--- src/rtl/lsc_pkg.sv ---
// ---------------------------------------------------------------------------
// lsc_pkg
// Types, field widths and fixed constants of the line-up step controller.
// ---------------------------------------------------------------------------
package lsc_pkg;

  localparam int BALL_W      = 14;
  localparam int GAP_W       = 10;
  localparam int LIM_W       = 9;
  localparam int CNT_W       = 8;
  localparam int STEPLEN_W   = 8;
  localparam int TURN_IN_W   = 15;
  localparam int MOVE_W      = 10;
  localparam int TURN_OUT_W  = 12;
  localparam int SUM_W       = 15;
  localparam int GAIN_W      = 11;
  localparam int CFG_IDX_W   = 3;
  localparam int CFG_DATA_W  = 10;
  localparam int IN_DATA_W   = 56;
  localparam int OUT_DATA_W  = 32;

  localparam int BALL_X_LSB    = 0;
  localparam int BALL_Y_LSB    = 14;
  localparam int FOOT_BIT      = 28;
  localparam int KICK_BIT      = 29;
  localparam int STEPLEN_LSB   = 30;
  localparam int TURN_REQ_LSB  = 38;

  localparam int DRIBBLE_LEFT_GAP = 40;
  localparam logic [CNT_W-1:0] CNT_MAX = 8'd255;

  localparam int CORDIC_STEPS = 16;
  localparam int STEP_W       = 4;
  localparam int SCALE_BITS   = 16;
  localparam int XY_W         = 36;
  localparam int Z_W          = 28;
  localparam int Z_FRAC       = 24;

  localparam longint PI_Z      = 64'sd52707179;
  localparam longint HALF_PI_Z = 64'sd26353589;
  localparam longint DEG30_Z   = 64'sd8784530;
  localparam longint DEG20_Z   = 64'sd5856353;

  localparam logic signed [Z_W-1:0] ATAN_Z [CORDIC_STEPS] = '{
    28'sd13176795, 28'sd7778716, 28'sd4110060, 28'sd2086331,
    28'sd1047214,  28'sd524117,  28'sd262123,  28'sd131069,
    28'sd65536,    28'sd32768,   28'sd16384,   28'sd8192,
    28'sd4096,     28'sd2048,    28'sd1024,    28'sd512
  };

  localparam logic [CFG_IDX_W-1:0] REG_BALL_STANDOFF = 3'd0;
  localparam logic [CFG_IDX_W-1:0] REG_SIDE_GAP      = 3'd1;
  localparam logic [CFG_IDX_W-1:0] REG_OVER_LIMIT    = 3'd2;
  localparam logic [CFG_IDX_W-1:0] REG_SHORT_LIMIT   = 3'd3;
  localparam logic [CFG_IDX_W-1:0] REG_SIDE_LIMIT    = 3'd4;
  localparam logic [CFG_IDX_W-1:0] REG_DONE_COUNT    = 3'd5;
  localparam logic [CFG_IDX_W-1:0] REG_MAX_FORWARD   = 3'd6;
  localparam logic [CFG_IDX_W-1:0] REG_MAX_SIDE      = 3'd7;

  typedef struct packed {
    logic signed [GAP_W-1:0] ball_standoff;
    logic signed [GAP_W-1:0] side_gap;
    logic signed [GAP_W-1:0] over_limit;
    logic signed [GAP_W-1:0] short_limit;
    logic        [LIM_W-1:0] side_limit;
    logic        [CNT_W-1:0] done_count;
    logic        [LIM_W-1:0] max_forward;
    logic        [LIM_W-1:0] max_side;
  } lsc_cfg_t;

endpackage

--- src/rtl/lsc_cfg.sv ---
// ---------------------------------------------------------------------------
// lsc_cfg
// Configuration register file, written through a plain write port.
// ---------------------------------------------------------------------------
module lsc_cfg
  import lsc_pkg::*;
(
  input  logic                  clk,
  input  logic                  rst,
  input  logic                  cfg_we,
  input  logic [CFG_IDX_W-1:0]  cfg_index,
  input  logic [CFG_DATA_W-1:0] cfg_data,
  output lsc_cfg_t              cfg
);

  lsc_cfg_t regs;

  assign cfg = regs;

  always_ff @(posedge clk) begin
    if (rst) begin
      regs.ball_standoff <= '0;
      regs.side_gap      <= '0;
      regs.over_limit    <= -10'sd35;
      regs.short_limit   <= 10'sd25;
      regs.side_limit    <= 9'd10;
      regs.done_count    <= 8'd1;
      regs.max_forward   <= 9'd60;
      regs.max_side      <= 9'd35;
    end else if (cfg_we) begin
      unique case (cfg_index)
        REG_BALL_STANDOFF: regs.ball_standoff <= $signed(cfg_data);
        REG_SIDE_GAP:      regs.side_gap      <= $signed(cfg_data);
        REG_OVER_LIMIT:    regs.over_limit    <= $signed(cfg_data);
        REG_SHORT_LIMIT:   regs.short_limit   <= $signed(cfg_data);
        REG_SIDE_LIMIT:    regs.side_limit    <= cfg_data[LIM_W-1:0];
        REG_DONE_COUNT:    regs.done_count    <= cfg_data[CNT_W-1:0];
        REG_MAX_FORWARD:   regs.max_forward   <= cfg_data[LIM_W-1:0];
        REG_MAX_SIDE:      regs.max_side      <= cfg_data[LIM_W-1:0];
      endcase
    end
  end

endmodule

--- src/rtl/lsc_cordic.sv ---
// ---------------------------------------------------------------------------
// lsc_cordic
// Iterative vectoring CORDIC: ball heading, one shift-add step per cycle.
// ---------------------------------------------------------------------------
module lsc_cordic
  import lsc_pkg::*;
#(
  parameter int ANGLE_FRAC_BITS = 12,
  parameter int AW = 18
) (
  input  logic                     clk,
  input  logic                     rst,
  input  logic                     start,
  input  logic signed [BALL_W-1:0] ball_x,
  input  logic signed [BALL_W-1:0] ball_y,
  output logic                     done,
  output logic signed [AW-1:0]     heading
);

  localparam int SHIFT = Z_FRAC - ANGLE_FRAC_BITS;
  localparam logic signed [Z_W-1:0] ROUND_Z = Z_W'(64'sd1 <<< (SHIFT - 1));
  localparam logic signed [Z_W-1:0] HALF_PI = Z_W'(HALF_PI_Z);
  localparam logic [STEP_W-1:0] STEP_LAST = STEP_W'(CORDIC_STEPS - 1);

  logic                    busy;
  logic [STEP_W-1:0]       step;
  logic                    at_origin;
  logic signed [XY_W-1:0]  x, y;
  logic signed [Z_W-1:0]   z;
  logic signed [XY_W-1:0]  x_init, y_init, x_scaled, y_scaled;
  logic signed [Z_W-1:0]   z_init;
  logic signed [XY_W-1:0]  dx, dy, x_next, y_next;
  logic signed [Z_W-1:0]   z_next, z_round;

  assign x_scaled = {{(XY_W - BALL_W - SCALE_BITS){ball_x[BALL_W-1]}}, ball_x,
                     {SCALE_BITS{1'b0}}};
  assign y_scaled = {{(XY_W - BALL_W - SCALE_BITS){ball_y[BALL_W-1]}}, ball_y,
                     {SCALE_BITS{1'b0}}};

  always_comb begin
    x_init = x_scaled;
    y_init = y_scaled;
    z_init = '0;
    if (x_scaled[XY_W-1]) begin
      if (!y_scaled[XY_W-1]) begin
        x_init = y_scaled;
        y_init = -x_scaled;
        z_init = HALF_PI;
      end else begin
        x_init = -y_scaled;
        y_init = x_scaled;
        z_init = -HALF_PI;
      end
    end
  end

  assign dx = y >>> step;
  assign dy = x >>> step;

  always_comb begin
    if (!y[XY_W-1]) begin
      x_next = x + dx;
      y_next = y - dy;
      z_next = z + ATAN_Z[step];
    end else begin
      x_next = x - dx;
      y_next = y + dy;
      z_next = z - ATAN_Z[step];
    end
  end

  assign z_round = z_next + ROUND_Z;

  always_ff @(posedge clk) begin
    if (rst) begin
      busy <= 1'b0;
      step <= '0;
      done <= 1'b0;
    end else begin
      done <= 1'b0;
      if (start) begin
        busy <= 1'b1;
        step <= '0;
      end else if (busy) begin
        if (step == STEP_LAST) begin
          busy <= 1'b0;
          done <= 1'b1;
        end
        step <= step + STEP_W'(1);
      end
    end
  end

  always_ff @(posedge clk) begin
    if (start) begin
      x         <= x_init;
      y         <= y_init;
      z         <= z_init;
      at_origin <= (ball_x == '0) && (ball_y == '0);
    end else if (busy) begin
      x <= x_next;
      y <= y_next;
      z <= z_next;
      if (step == STEP_LAST) begin
        heading <= at_origin ? '0 : AW'(z_round >>> SHIFT);
      end
    end
  end

endmodule

--- src/rtl/lsc_turn.sv ---
// ---------------------------------------------------------------------------
// lsc_turn
// Turn limiter: one shared adder sequenced through difference, wrap and limit, then scale and clamp.
// ---------------------------------------------------------------------------
module lsc_turn
  import lsc_pkg::*;
#(
  parameter int ANGLE_FRAC_BITS = 12,
  parameter int TURN_GAIN_Q8 = 256,
  parameter int AW = 18
) (
  input  logic                         clk,
  input  logic                         rst,
  input  logic                         start,
  input  logic signed [TURN_IN_W-1:0]  turn_request,
  input  logic signed [AW-1:0]         heading,
  output logic                         done,
  output logic signed [TURN_OUT_W-1:0] turn_step
);

  localparam int SHIFT = Z_FRAC - ANGLE_FRAC_BITS;
  localparam longint HALF = longint'(1) <<< (SHIFT - 1);
  localparam longint PI_I  = (PI_Z + HALF) >>> SHIFT;
  localparam longint D30_I = (DEG30_Z + HALF) >>> SHIFT;
  localparam longint D20_I = (DEG20_Z + HALF) >>> SHIFT;
  localparam int MW = AW + GAIN_W;

  localparam logic signed [AW-1:0] PI_A      = AW'(PI_I);
  localparam logic signed [AW-1:0] NEG_PI_A  = AW'(-PI_I);
  localparam logic signed [AW-1:0] TWO_PI_A  = AW'(2 * PI_I);
  localparam logic signed [AW-1:0] NEG_2PI_A = AW'(-2 * PI_I);
  localparam logic signed [AW-1:0] D30_A     = AW'(D30_I);
  localparam logic signed [AW-1:0] NEG_D30_A = AW'(-D30_I);
  localparam logic [AW-1:0] D20_A = AW'(D20_I);
  localparam logic [MW-1:0] D20_M = MW'(D20_I);
  localparam logic [GAIN_W-1:0] GAIN = GAIN_W'(TURN_GAIN_Q8);

  localparam logic [2:0] T_IDLE  = 3'd0;
  localparam logic [2:0] T_DIFF  = 3'd1;
  localparam logic [2:0] T_WRAP1 = 3'd2;
  localparam logic [2:0] T_CMP   = 3'd3;
  localparam logic [2:0] T_WRAP2 = 3'd4;
  localparam logic [2:0] T_SCALE = 3'd5;
  localparam logic [2:0] T_CLAMP = 3'd6;

  logic [2:0]           state;
  logic signed [AW-1:0] turn_q, heading_q, acc;
  logic signed [AW-1:0] op_a, op_b, sum;
  logic                 out_range, over30, under30, neg;
  logic [AW-1:0]        mag, lim;
  logic [MW-1:0]        prod, scaled;
  logic signed [AW-1:0] result;

  assign out_range = (acc > PI_A) || (acc <= NEG_PI_A);
  assign over30    = acc > D30_A;
  assign under30   = acc < NEG_D30_A;

  always_comb begin
    unique case (state)
      T_DIFF: begin
        op_a = turn_q;
        op_b = -heading_q;
      end
      T_WRAP1, T_WRAP2: begin
        op_a = acc;
        op_b = (acc > PI_A) ? NEG_2PI_A : TWO_PI_A;
      end
      T_CMP: begin
        op_a = heading_q;
        op_b = over30 ? D30_A : NEG_D30_A;
      end
      default: begin
        op_a = acc;
        op_b = '0;
      end
    endcase
  end

  assign sum    = op_a + op_b;
  assign mag    = acc[AW-1] ? AW'(-acc) : AW'(acc);
  assign scaled = prod >> 8;
  assign lim    = (scaled > D20_M) ? D20_A : scaled[AW-1:0];
  assign result = neg ? -$signed(lim) : $signed(lim);

  always_ff @(posedge clk) begin
    if (rst) begin
      state <= T_IDLE;
      done  <= 1'b0;
    end else begin
      done <= 1'b0;
      unique case (state)
        T_IDLE:  if (start) state <= T_DIFF;
        T_DIFF:  state <= T_WRAP1;
        T_WRAP1: if (!out_range) state <= T_CMP;
        T_CMP:   state <= (over30 || under30) ? T_WRAP2 : T_SCALE;
        T_WRAP2: if (!out_range) state <= T_SCALE;
        T_SCALE: state <= T_CLAMP;
        T_CLAMP: begin
          state <= T_IDLE;
          done  <= 1'b1;
        end
        default: state <= T_IDLE;
      endcase
    end
  end

  always_ff @(posedge clk) begin
    case (state)
      T_IDLE: begin
        if (start) begin
          turn_q    <= AW'(turn_request);
          heading_q <= heading;
        end
      end
      T_DIFF: acc <= sum;
      T_WRAP1, T_WRAP2: if (out_range) acc <= sum;
      T_CMP: acc <= (over30 || under30) ? sum : turn_q;
      T_SCALE: begin
        prod <= MW'(mag) * MW'(GAIN);
        neg  <= acc[AW-1];
      end
      T_CLAMP: turn_step <= result[TURN_OUT_W-1:0];
      default: ;
    endcase
  end

endmodule

--- src/rtl/lineup_step_controller_unit.sv ---
// ---------------------------------------------------------------------------
// lineup_step_controller_unit
// Line-up step controller: gaps, qualifying counter, clamped steps and turn.
//
// s_* carries input transactions; s_tuser set clears the qualifying counter
// and returns no result, otherwise exactly one result transaction leaves on
// m_*. Write cfg_we/cfg_index/cfg_data only while the block is idle.
// A lined-up evaluation goes from the gap state straight to the output
// register; any other one goes through the gaps, 16 CORDIC steps, the shared
// turn adder (one more adder step when the turn is pulled to within 30 degrees
// of the heading, one per 2*pi wrap, at most two) and the hand-off to the
// output register. s_tready is high only while nothing is in work, so the
// block takes no new input before it is through with the last one; a
// counter clear is done in the accepting cycle and leaves the block ready.
// rst clears the counter, restores the configuration defaults and drops all
// valid state. A result waits in the output register while m_tready is low;
// the next input is accepted meanwhile and its result holds until that
// register is free.
// ---------------------------------------------------------------------------
module lineup_step_controller_unit
  import lsc_pkg::*;
#(
  parameter int TURN_GAIN_Q8 = 256,
  parameter int ANGLE_FRAC_BITS = 12
) (
  input  logic                  clk,
  input  logic                  rst,
  input  logic                  s_tvalid,
  output logic                  s_tready,
  // ball_x[13:0], ball_y[27:14], foot_right[28], kick_mode[29],
  // step_length[37:30], turn_request[52:38], zero[55:53]
  input  logic [IN_DATA_W-1:0]  s_tdata,
  // command[0]
  input  logic                  s_tuser,
  output logic                  m_tvalid,
  input  logic                  m_tready,
  // forward_step[9:0], side_step[19:10], turn_step[31:20]
  output logic [OUT_DATA_W-1:0] m_tdata,
  // lined_up[0]
  output logic                  m_tuser,
  input  logic                  cfg_we,
  input  logic [CFG_IDX_W-1:0]  cfg_index,
  input  logic [CFG_DATA_W-1:0] cfg_data
);

  localparam int AW = ((ANGLE_FRAC_BITS > 12) ? ANGLE_FRAC_BITS : 12) + 6;

  localparam logic [2:0] S_IDLE   = 3'd0;
  localparam logic [2:0] S_GAP    = 3'd1;
  localparam logic [2:0] S_CORDIC = 3'd2;
  localparam logic [2:0] S_TURN   = 3'd3;
  localparam logic [2:0] S_OUT    = 3'd4;

  lsc_cfg_t cfg;

  logic [2:0]                  state;
  logic [CNT_W-1:0]            count;
  logic signed [BALL_W-1:0]    ball_x, ball_y;
  logic                        foot_right, kick_mode;
  logic [STEPLEN_W-1:0]        step_length;
  logic signed [TURN_IN_W-1:0] turn_request;

  logic                        res_lined;
  logic signed [MOVE_W-1:0]    res_fwd, res_side;
  logic signed [TURN_OUT_W-1:0] res_turn;

  logic signed [GAP_W-1:0]     lgap;
  logic signed [SUM_W-1:0]     gx, gy, gy_abs;
  logic                        qualified, lined;
  logic [CNT_W-1:0]            count_next;
  logic                        accept, out_free;
  logic                        cordic_start, cordic_done, turn_start, turn_done;
  logic signed [AW-1:0]        heading;
  logic signed [TURN_OUT_W-1:0] turn_step;

  function automatic logic signed [MOVE_W-1:0] clamp_step(
    input logic signed [SUM_W-1:0] g,
    input logic [LIM_W-1:0] lim
  );
    logic signed [SUM_W-1:0] a;
    logic signed [MOVE_W-1:0] m;
    a = g[SUM_W-1] ? -g : g;
    if (a > SUM_W'($signed({1'b0, lim}))) m = MOVE_W'($signed({1'b0, lim}));
    else m = a[MOVE_W-1:0];
    return g[SUM_W-1] ? -m : m;
  endfunction

  lsc_cfg u_cfg (
    .clk       (clk),
    .rst       (rst),
    .cfg_we    (cfg_we),
    .cfg_index (cfg_index),
    .cfg_data  (cfg_data),
    .cfg       (cfg)
  );

  lsc_cordic #(
    .ANGLE_FRAC_BITS (ANGLE_FRAC_BITS),
    .AW              (AW)
  ) u_cordic (
    .clk     (clk),
    .rst     (rst),
    .start   (cordic_start),
    .ball_x  (ball_x),
    .ball_y  (ball_y),
    .done    (cordic_done),
    .heading (heading)
  );

  lsc_turn #(
    .ANGLE_FRAC_BITS (ANGLE_FRAC_BITS),
    .TURN_GAIN_Q8    (TURN_GAIN_Q8),
    .AW              (AW)
  ) u_turn (
    .clk          (clk),
    .rst          (rst),
    .start        (turn_start),
    .turn_request (turn_request),
    .heading      (heading),
    .done         (turn_done),
    .turn_step    (turn_step)
  );

  assign s_tready = (state == S_IDLE);
  assign accept   = s_tvalid && s_tready;
  assign out_free = !m_tvalid || m_tready;

  assign lgap = kick_mode ? cfg.side_gap : GAP_W'(DRIBBLE_LEFT_GAP);
  assign gy   = foot_right ? SUM_W'(ball_y) + SUM_W'(lgap)
                           : SUM_W'(ball_y) - SUM_W'(lgap);
  assign gx   = SUM_W'(ball_x) - SUM_W'(cfg.ball_standoff)
              - SUM_W'($signed({1'b0, step_length}));
  assign gy_abs = gy[SUM_W-1] ? -gy : gy;

  assign qualified = (gx < SUM_W'(cfg.short_limit)) && (gx > SUM_W'(cfg.over_limit))
                  && (gy_abs < SUM_W'($signed({1'b0, cfg.side_limit})));

  always_comb begin
    if (qualified) count_next = (count == CNT_MAX) ? count : count + CNT_W'(1);
    else count_next = (count == '0) ? count : count - CNT_W'(1);
  end

  assign lined        = count_next >= cfg.done_count;
  assign cordic_start = (state == S_GAP) && !lined;
  assign turn_start   = (state == S_CORDIC) && cordic_done;

  always_ff @(posedge clk) begin
    if (rst) begin
      state    <= S_IDLE;
      count    <= '0;
      m_tvalid <= 1'b0;
    end else begin
      if (state == S_OUT && out_free) m_tvalid <= 1'b1;
      else if (m_tready) m_tvalid <= 1'b0;
      unique case (state)
        S_IDLE: begin
          if (accept) begin
            if (s_tuser) count <= '0;
            else state <= S_GAP;
          end
        end
        S_GAP: begin
          count <= lined ? '0 : count_next;
          state <= lined ? S_OUT : S_CORDIC;
        end
        S_CORDIC: if (cordic_done) state <= S_TURN;
        S_TURN:   if (turn_done) state <= S_OUT;
        S_OUT:    if (out_free) state <= S_IDLE;
        default:  state <= S_IDLE;
      endcase
    end
  end

  always_ff @(posedge clk) begin
    if (accept) begin
      ball_x       <= $signed(s_tdata[BALL_X_LSB +: BALL_W]);
      ball_y       <= $signed(s_tdata[BALL_Y_LSB +: BALL_W]);
      foot_right   <= s_tdata[FOOT_BIT];
      kick_mode    <= s_tdata[KICK_BIT];
      step_length  <= s_tdata[STEPLEN_LSB +: STEPLEN_W];
      turn_request <= $signed(s_tdata[TURN_REQ_LSB +: TURN_IN_W]);
    end
    if (state == S_GAP) begin
      res_lined <= lined;
      res_fwd   <= lined ? '0 : clamp_step(gx, cfg.max_forward);
      res_side  <= lined ? '0 : clamp_step(gy, cfg.max_side);
      res_turn  <= '0;
    end
    if (state == S_TURN && turn_done) res_turn <= turn_step;
    if (state == S_OUT && out_free) begin
      m_tdata <= {res_turn, res_side, res_fwd};
      m_tuser <= res_lined;
    end
  end

endmodule

--- config.mk ---
export PLATFORM = sky130hd
export DESIGN_NAME = lineup_step_controller_unit
export DESIGN_NICKNAME = d
export VERILOG_FILES = /design/src/rtl/lsc_pkg.sv /design/src/rtl/lsc_cfg.sv /design/src/rtl/lsc_cordic.sv /design/src/rtl/lsc_turn.sv /design/src/rtl/lineup_step_controller_unit.sv
export SDC_FILE = /design/constraint.sdc
export NUM_CORES = 1
export LEC_CHECK = 0
export BUFFER_PORTS_ARGS = -buffer_cell sky130_fd_sc_hd__buf_2
export CORE_ASPECT_RATIO = 1.75
export CORE_MARGIN = 3
export CORE_UTILIZATION = 35
export DETAILED_ROUTE_END_ITERATION = 12
export PLACE_DENSITY = 0.58
export SYNTH_ARGS = -nofsm -noshare
export SYNTH_HDL_FRONTEND = slang
export SYNTH_HIERARCHICAL = 1
export SYNTH_SLANG_ARGS = --single-unit
--- constraint.sdc ---
create_clock -name clk -period 11.6 [get_ports clk]
set_input_delay 2.32 -clock clk [delete_from_list [all_inputs] [get_ports clk]]
set_output_delay 2.32 -clock clk [all_outputs]
set_load 0.01 [all_outputs]
# Yosys cells after proc, flatten, opt, wreduce, memory -nomap -nowiden
# Memories as Yosys holds them, arrays and structs flattened.
# Cells that the tools add are included.
# word_totals
latchBits	0
ram_bits	0
regBits	413
word_cells	217
output_inout_bits	35
romBits	448
n_memories	1
# classes
muxes	65
multipliers	0
n_lt_le_gt_ge	12
eq_ne	29
n_reduce_logical	41
bitwise_logic	3
shift	2
div	0
addsub	24
# mem_list
memory	words	width	read_ports	rd_ports_with_merged_regs	write_ports	line	rtl
(no name shown)	16	28	1	0	0	lsc_cordic.sv:64	z_next = z + ATAN_Z[step];
# ops
cell	count
36-bit two-way mux	10
28-bit two-way mux	7
18-bit case mux with 3 select lines	2
36-bit adder	2
18-bit two-way mux	4
30-bit negator with 36-bit output	2
36-bit by 4-bit >>> shifter with 36-bit output	2
36-bit subtractor	2
10-bit two-way mux	7
12-bit two-way mux	4
8-bit two-way mux	6
15-bit by 10-bit greater-than comparator with 1-bit output	3
15-bit two-way mux	3
18-bit case mux with 2 select lines	1
15-bit by 10-bit < comparator with 1-bit output	2
15-bit negator	2
14-bit by 10-bit subtractor with 15-bit output	2
28-bit by 13-bit adder with 28-bit output (second input constant)	1
28-bit adder	1
14-bit logical NOT	2
28-bit subtractor	1
3-bit two-way mux	9
3-bit equality test (second input constant)	8
10-bit negator	2
41 further kinds	91

# Depth between registers and ports, before layout
# Gate-level depths: netlist of the first run.
# depth
ltp_word	13
ltp_mapped	47

# Cells and area by module
# The synthesis of the first run kept the hierarchy.
# by_module_without_submodules
module	instances	area_each_um2	seq_area_each_um2	cells_per_inst
lsc_cordic	1	16937.5	3633.5	1968
lineup_step_controller_unit	1	10196.0	3813.7	1049
lsc_turn	1	5524.0	2542.4	568
lsc_cfg	1	2990.4	1501.4	278

# Least setup slack after synthesis of the first run
# Ideal clock, no wire load.
# synth_path
kind	register to register
startpoint	reg kick_mode
endpoint	reg u_cordic.x[0], enable pin
setup_ps	416
required_time_ps	11184
arrival_ps	9731
slack_ps	1453
path_stages_with_launch	45
cell_sequence	edfxtp_1 clkbuf_1 clkbuf_1 nand2_1 ha_1 inv_1 o21ai_0 inv_1 fa_1 nand2b_1 a211oi_2 o2111ai_1 nand3_1 xnor2_1 buf_2 clkbuf_1 nor2_1 a21oi_1 [9 not listed] buf_6 mux2i_1 xnor2_1 ha_1 nand2b_1 a21o_1 a21o_1 a21o_1 a21o_1 a21o_1 a21o_1 a21o_1 buf_1 clkbuf_1 nor2_1 clkbuf_1 clkbuf_1 or2_2
# synth_via
elab_chain_len	12
word_cells_on_any_way	13
cone_classes	add/sub: 3; order compare: 2; mux: 4; reduce/logical: 4
# synth_lines
element	line	rtl
from (decl)	lineup_step_controller_unit.sv:59	logic foot_right, kick_mode;
from (signal assigned)	lineup_step_controller_unit.sv:179	kick_mode <= s_tdata[KICK_BIT];
10-bit two-way mux *	lineup_step_controller_unit.sv:128	assign lgap = kick_mode ? cfg.side_gap : GAP_W'(DRIBBLE_LEFT_GAP);
14-bit by 10-bit subtractor with 15-bit output or 14-bit by 10-bit adder with 15-bit output (tied branches)	lineup_step_controller_unit.sv:130, lineup_step_controller_unit.sv:129	
15-bit two-way mux *	lineup_step_controller_unit.sv:129	assign gy = foot_right ? SUM_W'(ball_y) + SUM_W'(lgap)
15-bit negator	lineup_step_controller_unit.sv:133	assign gy_abs = gy[SUM_W-1] ? -gy : gy;
15-bit two-way mux *	lineup_step_controller_unit.sv:133	
15-bit by 10-bit < comparator with 1-bit output *	lineup_step_controller_unit.sv:136	&& (gy_abs < SUM_W'($signed({1'b0, cfg.side_limit})));
1-bit logical AND *	lineup_step_controller_unit.sv:136	
8-bit two-way mux *	lineup_step_controller_unit.sv:139	if (qualified) count_next = (count == CNT_MAX) ? count : count + CNT_W'(1);
8-bit greater-or-equal comparator *	lineup_step_controller_unit.sv:143	assign lined = count_next >= cfg.done_count;
via lined	lineup_step_controller_unit.sv:69	logic qualified, lined;
1-bit logical NOT *	lineup_step_controller_unit.sv:144	assign cordic_start = (state == S_GAP) && !lined;
1-bit logical AND *	lineup_step_controller_unit.sv:144	
via cordic_start	lineup_step_controller_unit.sv:72	logic cordic_start, cordic_done, turn_start, turn_done;
2-bit nonzero test (no line) *	--	
to (signal assigned)	lsc_cordic.sv:96	x <= x_init;
to (signal assigned)	lsc_cordic.sv:101	x <= x_next;
to (decl)	lsc_cordic.sv:28	logic signed [XY_W-1:0] x, y;
# Mark *: on every way through the listed nets, which the timed path passes. The rest lies on a longest branch.
# A chain may end at the register's enable or synchronous reset.

# Final worst setup path of the first run
# layout_path
startpoint	reg u_cfg.regs (netlist bit u_cfg/cfg[59])
endpoint	reg u_cordic.y[11], enable pin
# layout_via
elab_chain_len	12
word_cells_on_any_way	13
cone_classes	add/sub: 3; order compare: 2; mux: 4; reduce/logical: 4
# layout_lines
element	line	rtl
from (decl)	lsc_cfg.sv:16	lsc_cfg_t regs;
10-bit two-way mux *	lineup_step_controller_unit.sv:128	
14-bit by 10-bit subtractor with 15-bit output or 14-bit by 10-bit adder with 15-bit output (tied branches)	lineup_step_controller_unit.sv:130, lineup_step_controller_unit.sv:129	
15-bit two-way mux *	lineup_step_controller_unit.sv:129	
15-bit negator	lineup_step_controller_unit.sv:133	
15-bit two-way mux *	lineup_step_controller_unit.sv:133	
15-bit by 10-bit < comparator with 1-bit output *	lineup_step_controller_unit.sv:136	
1-bit logical AND *	lineup_step_controller_unit.sv:136	
8-bit two-way mux *	lineup_step_controller_unit.sv:139	
8-bit greater-or-equal comparator *	lineup_step_controller_unit.sv:143	
1-bit logical NOT *	lineup_step_controller_unit.sv:144	
1-bit logical AND *	lineup_step_controller_unit.sv:144	
via cordic_start	lineup_step_controller_unit.sv:72	
2-bit nonzero test (no line) *	--	
to (signal assigned)	lsc_cordic.sv:97	y <= y_init;
to (signal assigned)	lsc_cordic.sv:102	y <= y_next;
to (decl)	lsc_cordic.sv:28	
# Marks and branches as above.

==> metrics.md, run 1 <==
| Metric | Value |
|---|---|
| Post-Route WL | 108000 µm |
| Setup tns final | 0 ns |
| Max-cap violations | 0 |
| CTS root buf | clkbuf_16 |
| Syn Nets | 4195 |
| Htree depth | 2 |
| Fmax | 0.105 GHz |
| CTS tree | done |
| Synth Warn # | 6 |
| Area leader, netlist | edfxtp_1 |
| Reg2reg end | u_cordic/y[11] |
| Num Clock Sinks | 415 |
| Post-route setup slack | 2.04 ns |
| GRT Total Usage | 20.2% |
| Worst path buffer plus inverter count | 2 |
| Sequential share of the synthesized area | 32.2% |
| Finish-stage setup viols | 0 |
| Post-Syn Area per Cell | 9.23 µm² |
| Fin util | 38.6% |
| EDFF count, synth | 318 |
| Distinct cells, synth | 120 |
| Ratio of final minimum period to clock period | 82.4% |
| Synth Flop Type | edfxtp_1 |
| Cells on worst reg2reg path | 38 |
| Status | finished clean |
| Yosys reg bits | 415 |
| Drt initial violations | 1580 |
| First-pass GRT wire length | 168000 µm |
| Antenna Nets Post-Route | 0 |
| Cells after DPL | 5146 |
| Post-placement worst setup slack | 2.08 ns |
| Worst Hold Depth | 0 |
| Clk slew on worst S/H paths | 0.06 ns |
| Worst path top cell family by delay | compound AO/OA/AOI/OAI gates |
| Setup Skew | 0.0438 ns |
| Yosys top cell area share | 26.8% |
| Initial antenna violation count | 1 |
| Worst Min Path Start | res_fwd[0] |
| Share of cells above drive strength 1 | 10.4% |
| Clock latency at the later pin of the worst-skew pair | 0.63 ns |
| Vias per cell | 5.66 |
| Overall die height | 428 µm |
| Critical path peak fanout | 35 |
| Post-CTS sizing | 0 |
| Top cells by area, synth | edfxtp_1 27%, ha_1 8.6%, mux2i_1 5.8% |
| Synth Instances | 3863 |
| Fin crit period | 9.56 ns |
| Ports | 110 |
| Die footprint | 106000 µm² |
| Hpwl dp | 83800 µm |
| Hold Crit Class | flip-flop to flip-flop |
| Die X | 247 µm |
| Reg-to-reg slack, setup | 2.04 ns |
| Flip-flop and latch area | 11500 µm² |
| Non-filler cells, final | 5231 |
| Critical path class | flip-flop to flip-flop |
| Vias | 29600 |
| CP startpoint kind | flip-flop |
| RSZ-0062 raised after global routing | no |
| Fillers | 10100 |
| # port buffers | 106 |
| GPL Wtd Cong | 0.920 |
| Mapped Area | 35600 µm² |
| Hold Path Sink | m_tdata[0] |
| Asr flop ratio synth | 0% |
| Largest net degree at the start of global routing | 69 |
| CP required | 11.91 ns |
| Synth-to-layout area growth | 9.15% |
| CTS max path bufs | 3 |
| DRT Pass-1 Iters | 5 |
| Number of global-route vias before repair | 29800 |
| DRC Markers | 0 |
| Max incr delay on CP | 0.57 ns |
| Crit path launch | u_cfg/cfg[59] |
| DR WL/cell | 20.7 µm |
| Post-CTS setup buffers | 0 |
| Multi-input logic area | 22600 µm² |
| Fin. Hold Viols | 0 |
| Crit path DAT | 9.87 ns |
| Aggregate global routing overflow | 0 |
| Crit. End Element | flip-flop |
| Inserted Clock Buffers | 45 |
| Worst-margin pin slew | 1.14 ns |
| Most used cell, CP | a21o_1 |
| Crit path max-delay cell type | or2_4 |
| Hold_buf cts | 0 |
| Total Nets Final | 4199 |
| Core area | 101000 µm² |
| Worst r2r src | u_cfg/cfg[59] |
| # rows | 154 |
| Final slew viol count | 0 |
| Relative slew slack | 23.5% |
| Initial Util | 35.4% |
==> synth_stat cells, types with 24 or more instances <==
| library cell | number |
|---|---|
| a211oi_1 | 37 |
| o31ai_1 | 36 |
| and3_1 | 31 |
| a31oi_1 | 56 |
| o21a_1 | 55 |
| nor4_1 | 24 |
| buf_2 | 33 |
| dfxtp_1 | 97 |
| or3_1 | 55 |
| mux2i_1 | 207 |
| nand4_1 | 26 |
| nor2b_1 | 44 |
| nand3_1 | 80 |
| and2_1 | 40 |
| clkbuf_1 | 111 |
| a21o_1 | 82 |
| nor3_1 | 93 |
| xor2_1 | 116 |
| ha_1 | 244 |
| mux2_2 | 33 |
| nor2_1 | 312 |
| nand2_1 | 271 |
| o211ai_1 | 53 |
| inv_1 | 184 |
| mux4_2 | 59 |
| nand2b_1 | 119 |
| a21oi_1 | 232 |
| edfxtp_1 | 318 |
| xnor2_1 | 152 |
| o21ai_0 | 262 |
==> per-stage QoR <==
step	hold slack [ns]	instance area, µm²
detailed placement	0.405	37300
CTS	0.411	38900
finish	0.413	38900
global placement	0.401	37300
floorplan	0.400	35600
global route	0.422	38900
==> kinds of logic (layout without fill, tap and decap cells) <==
group | Yosys count | after routing | share of synthesized area [%]
adder cells (fa/ha/maj) | 257 | 257 | 9.29
multiplexers | 310 | 310 | 11.0
AND/OR/NAND/NOR | 1227 | 1227 | 17.9
AO/OA/AOI/OAI | 1012 | 1012 | 18.5
other | 0 | 2 | 0
XOR/XNOR | 269 | 269 | 6.65
buffers and inverters | 373 | 413 | 4.42
flip-flops | 415 | 415 | 32.2
==> area by class of cell <==
cell class / instances / area share [%]
clock inverter: 28 / 0.788
tap: 1326 / 4.26
clock buffer: 55 / 3.21
inverter: 188 / 1.81
sequential: 415 / 29.6
antenna: 2 / 0.0129
multi-input combinational: 3075 / 58.2
timing repair buffer: 142 / 2.19
==> worst max-delay path by stage <==
stage | cells after the start | slack (ns) | endpoint
floorplan | 44 | 1.45 | u_cordic/x[0]
global placement | 38 | 2.13 | u_cordic/y[8]
detailed placement | 38 | 2.08 | u_cordic/y[8]
CTS | 38 | 2.05 | u_cordic/x[21]
global route | 38 | 1.13 | u_cordic/y[2]
finish | 38 | 2.04 | u_cordic/y[11]
==> registers in the layout (all words and copies together), names as in the netlist, 3 cells and up <==
| name | flops |
|---|---|
| ball_x | 14 |
| ball_y | 14 |
| count | 8 |
| m_tdata | 32 |
| res_fwd | 10 |
| res_side | 10 |
| res_turn | 12 |
| state | 3 |
| step_length | 8 |
| turn_request | 15 |
| u_cfg/cfg | 75 |
| u_cordic/heading | 16 |
| u_cordic/step | 4 |
| u_cordic/x | 36 |
| u_cordic/y | 36 |
| u_cordic/z | 28 |
| u_turn/acc | 18 |
| u_turn/heading_q | 18 |
| u_turn/prod | 18 |
| u_turn/state | 3 |
| u_turn/turn_q | 15 |
| u_turn/turn_step | 12 |
==> per-layer routing <==
| layer | vias up | share of wire [%] | GRT usage [%] |
|---|---|---|---|
| met4 | 0 | 8.0 | 14.0 |
| li1 | 14400 | - | - |
| met3 | 300 | 3.2 | 2.08 |
| met2 | 718 | 53 | 38.1 |
| met5 | - | 0 | 0 |
| met1 | 14200 | 36 | 20.5 |
==> cells in the final DEF, fill, tap and decap left out, types with 59 or more instances in the layout <==
| cell type | netlist | layout |
|---|---|---|
| edfxtp_1 | 318 | 318 |
| dfxtp_1 | 97 | 93 |
| mux2i_1 | 207 | 207 |
| nand3_1 | 80 | 80 |
| mux4_2 | 59 | 59 |
| buf_2 | 33 | 105 |
| nand2_1 | 271 | 271 |
| nand2b_1 | 119 | 119 |
| o21ai_0 | 262 | 261 |
| a21o_1 | 82 | 82 |
| xnor2_1 | 152 | 151 |
| ha_1 | 244 | 244 |
| xor2_1 | 116 | 116 |
| a21oi_1 | 232 | 232 |
| nor2_1 | 312 | 311 |
| inv_1 | 184 | 183 |
| nor3_1 | 93 | 91 |
Power of run 1 is not shown: default switching activity piles up to over one toggle a cycle in this logic, so the estimate is an artifact.
==> run 2, diff against run 1 <==
--- a/config.mk
+++ b/config.mk
@@ -10,7 +10,7 @@
 export CORE_MARGIN = 3
 export CORE_UTILIZATION = 35
 export DETAILED_ROUTE_END_ITERATION = 12
-export PLACE_DENSITY = 0.58
+export PLACE_DENSITY = 0.6
 export SYNTH_ARGS = -nofsm -noshare
 export SYNTH_HDL_FRONTEND = slang
 export SYNTH_HIERARCHICAL = 1
==> constraint.sdc (replaced) <==
create_clock -name clk -period 8.2 [get_ports clk]
set_input_delay 1.64 -clock clk [delete_from_list [all_inputs] [get_ports clk]]
set_output_delay 1.64 -clock clk [all_outputs]
set_load 0.01 [all_outputs]
==> metrics.md, run 2 (synthesis gave the netlist of run 1 again) <==
| Metric | Value |
|---|---|
| Critical path class | flip-flop to flip-flop |
| Inserted Clock Buffers | 48 |
| DRT Pass-1 Iters | 5 |
| Antenna Nets Post-Route | 0 |
| Num Clock Sinks | 415 |
| Vias per cell | 5.65 |
| Final slew viol count | 0 |
| DR WL/cell | 20.9 µm |
| Most used cell, CP | a21o_1 |
| CTS tree | done |
| Status | finished clean |
| Ratio of final minimum period to clock period | 95.6% |
| Synth-to-layout area growth | 11.5% |
| Clock latency at the later pin of the worst-skew pair | 0.64 ns |
| Ant. Diodes | 0 |
| Worst-margin pin slew | 1.18 ns |
| Crit path max-delay cell type | dfxtp_1 |
| Fin util | 39.4% |
| CP startpoint kind | flip-flop |
| First-pass GRT wire length | 166000 µm |
| Aggregate global routing overflow | 0 |
| # rows | 154 |
| Initial antenna violation count | 1 |
| Max FFs per register | 75 |
| Die X | 247 µm |
| Initial Util | 35.4% |
| Final instance area | 39700 µm² |
| Fin. Hold Viols | 0 |
| Post-route setup slack | 0.361 ns |
| Fin Hold WS | 0.411 ns |
| Post-placement worst setup slack | -0.0866 ns |
| GPL Wtd Cong | 0.931 |
| Die footprint | 106000 µm² |
| Overall die height | 428 µm |
| CTS root buf | clkbuf_16 |
| Ports | 110 |
| Max-cap violations | 0 |
| CP required | 8.53 ns |
| Flip-flop and latch area | 11500 µm² |
| # port buffers | 106 |
| DRC Markers | 0 |
| Critical path peak fanout | 37 |
| Placed Area | 37700 µm² |
| RSZ-0062 raised after global routing | no |
| Commonest non-fill, non-tap cell in the layout | edfxtp_1 |
| Fillers | 10100 |
| Relative slew slack | 21.0% |
| Max incr delay on CP | 0.36 ns |
| Post-Route WL | 110000 µm |
| Core area | 101000 µm² |
| Htree depth | 2 |
| Number of global-route vias before repair | 30000 |
| Clk slew on worst S/H paths | 0.06 ns |
| CTS max path bufs | 3 |
| GRT Total Usage | 20.0% |
| Hold_buf cts | 0 |
| Drt initial violations | 1660 |
| Vias | 29900 |
| Hold Crit Class | flip-flop to flip-flop |
| Share of cells above drive strength 1 | 12.3% |
| Multi-input logic area | 22900 µm² |
| Setup Skew | 0.0506 ns |
| Total Nets Final | 4253 |
| Crit. End Element | flip-flop |
| Finish-stage setup viols | 0 |
| Crit path DAT | 8.17 ns |
| Largest net degree at the start of global routing | 97 |
| Fmax | 0.128 GHz |
| Hpwl dp | 84200 µm |
| Fin crit period | 7.84 ns |
| Commonest non-fill, non-tap cells in the layout | 318 x edfxtp_1, 310 x nor2_1, 268 x nand2_1 |
## run 2: cell count changes in the layout (fill, tap and decap cells not counted), moves of 3 or more
cell	change
a21oi_1	-4
a21oi_2	+3
buf_4	+44
clkbuf_1	+9
clkbuf_16	+5
clkinv_4	-6
ha_1	-5
ha_4	+3
inv_6	-4
nand2_1	-3
## run 2: path summary, 6_finish.rpt
path                 start        endpoint  slack, ns  cells after the start
max          u_cfg/cfg[58]  u_cordic/x[28]       0.36                     36
min             res_fwd[4]      m_tdata[4]       0.41                      0
max reg2reg  u_cfg/cfg[58]  u_cordic/x[28]       0.36                     36
min reg2reg     res_fwd[4]      m_tdata[4]       0.41                      0
## run 2: routing by layer
metal / track usage (%) / part of all wire, % / up-vias
met2: 38.4 / 53 / 761
met5: 0 / 0 / -
met3: 1.80 / 3.1 / 316
li1: - / - / 14500
met1: 19.9 / 35 / 14400
met4: 13.7 / 8.1 / 0
## run 2: through the flow
stage | setup TNS (ns) | instances
floorplan | -10.14 | 3863
global placement | -0.0211 | 5178
detailed placement | -0.317 | 5178
CTS | 0 | 5269
global route | 0 | 5287
finish | 0 | 5287
## run 2: worst max-delay path, delay by kind of cell (launching register included)
| family | cells | cell delay, ns |
|---|---|---|
| AOI/OAI and AO/OA | 19 | 3.38 |
| xor gates and xnor gates | 1 | 0.22 |
| adders and majority gates | 3 | 0.88 |
| buffers and inverters | 4 | 0.81 |
| DFF | 1 | 0.36 |
| muxes | 1 | 0.26 |
| and+or+nand+nor | 8 | 1.65 |
## run 2: what timing repair did
item                                    CTS  global route
pin swaps                                 0             5
cloned                                    0             3
resized for setup                         2            16
buffers inserted                          1            15
endpoints found under the setup margin   28           240
## run 2: area by class of cell
type / instances / area share [%]
clock inverters: 23 / 0.784
well taps: 1326 / 4.18
inverters: 188 / 1.79
flip-flops and latches: 415 / 29.0
repair buffers: 193 / 3.37
clock buffers: 67 / 3.41
multi-input cells: 3075 / 57.5
Power of run 2 is left out for the same reason.
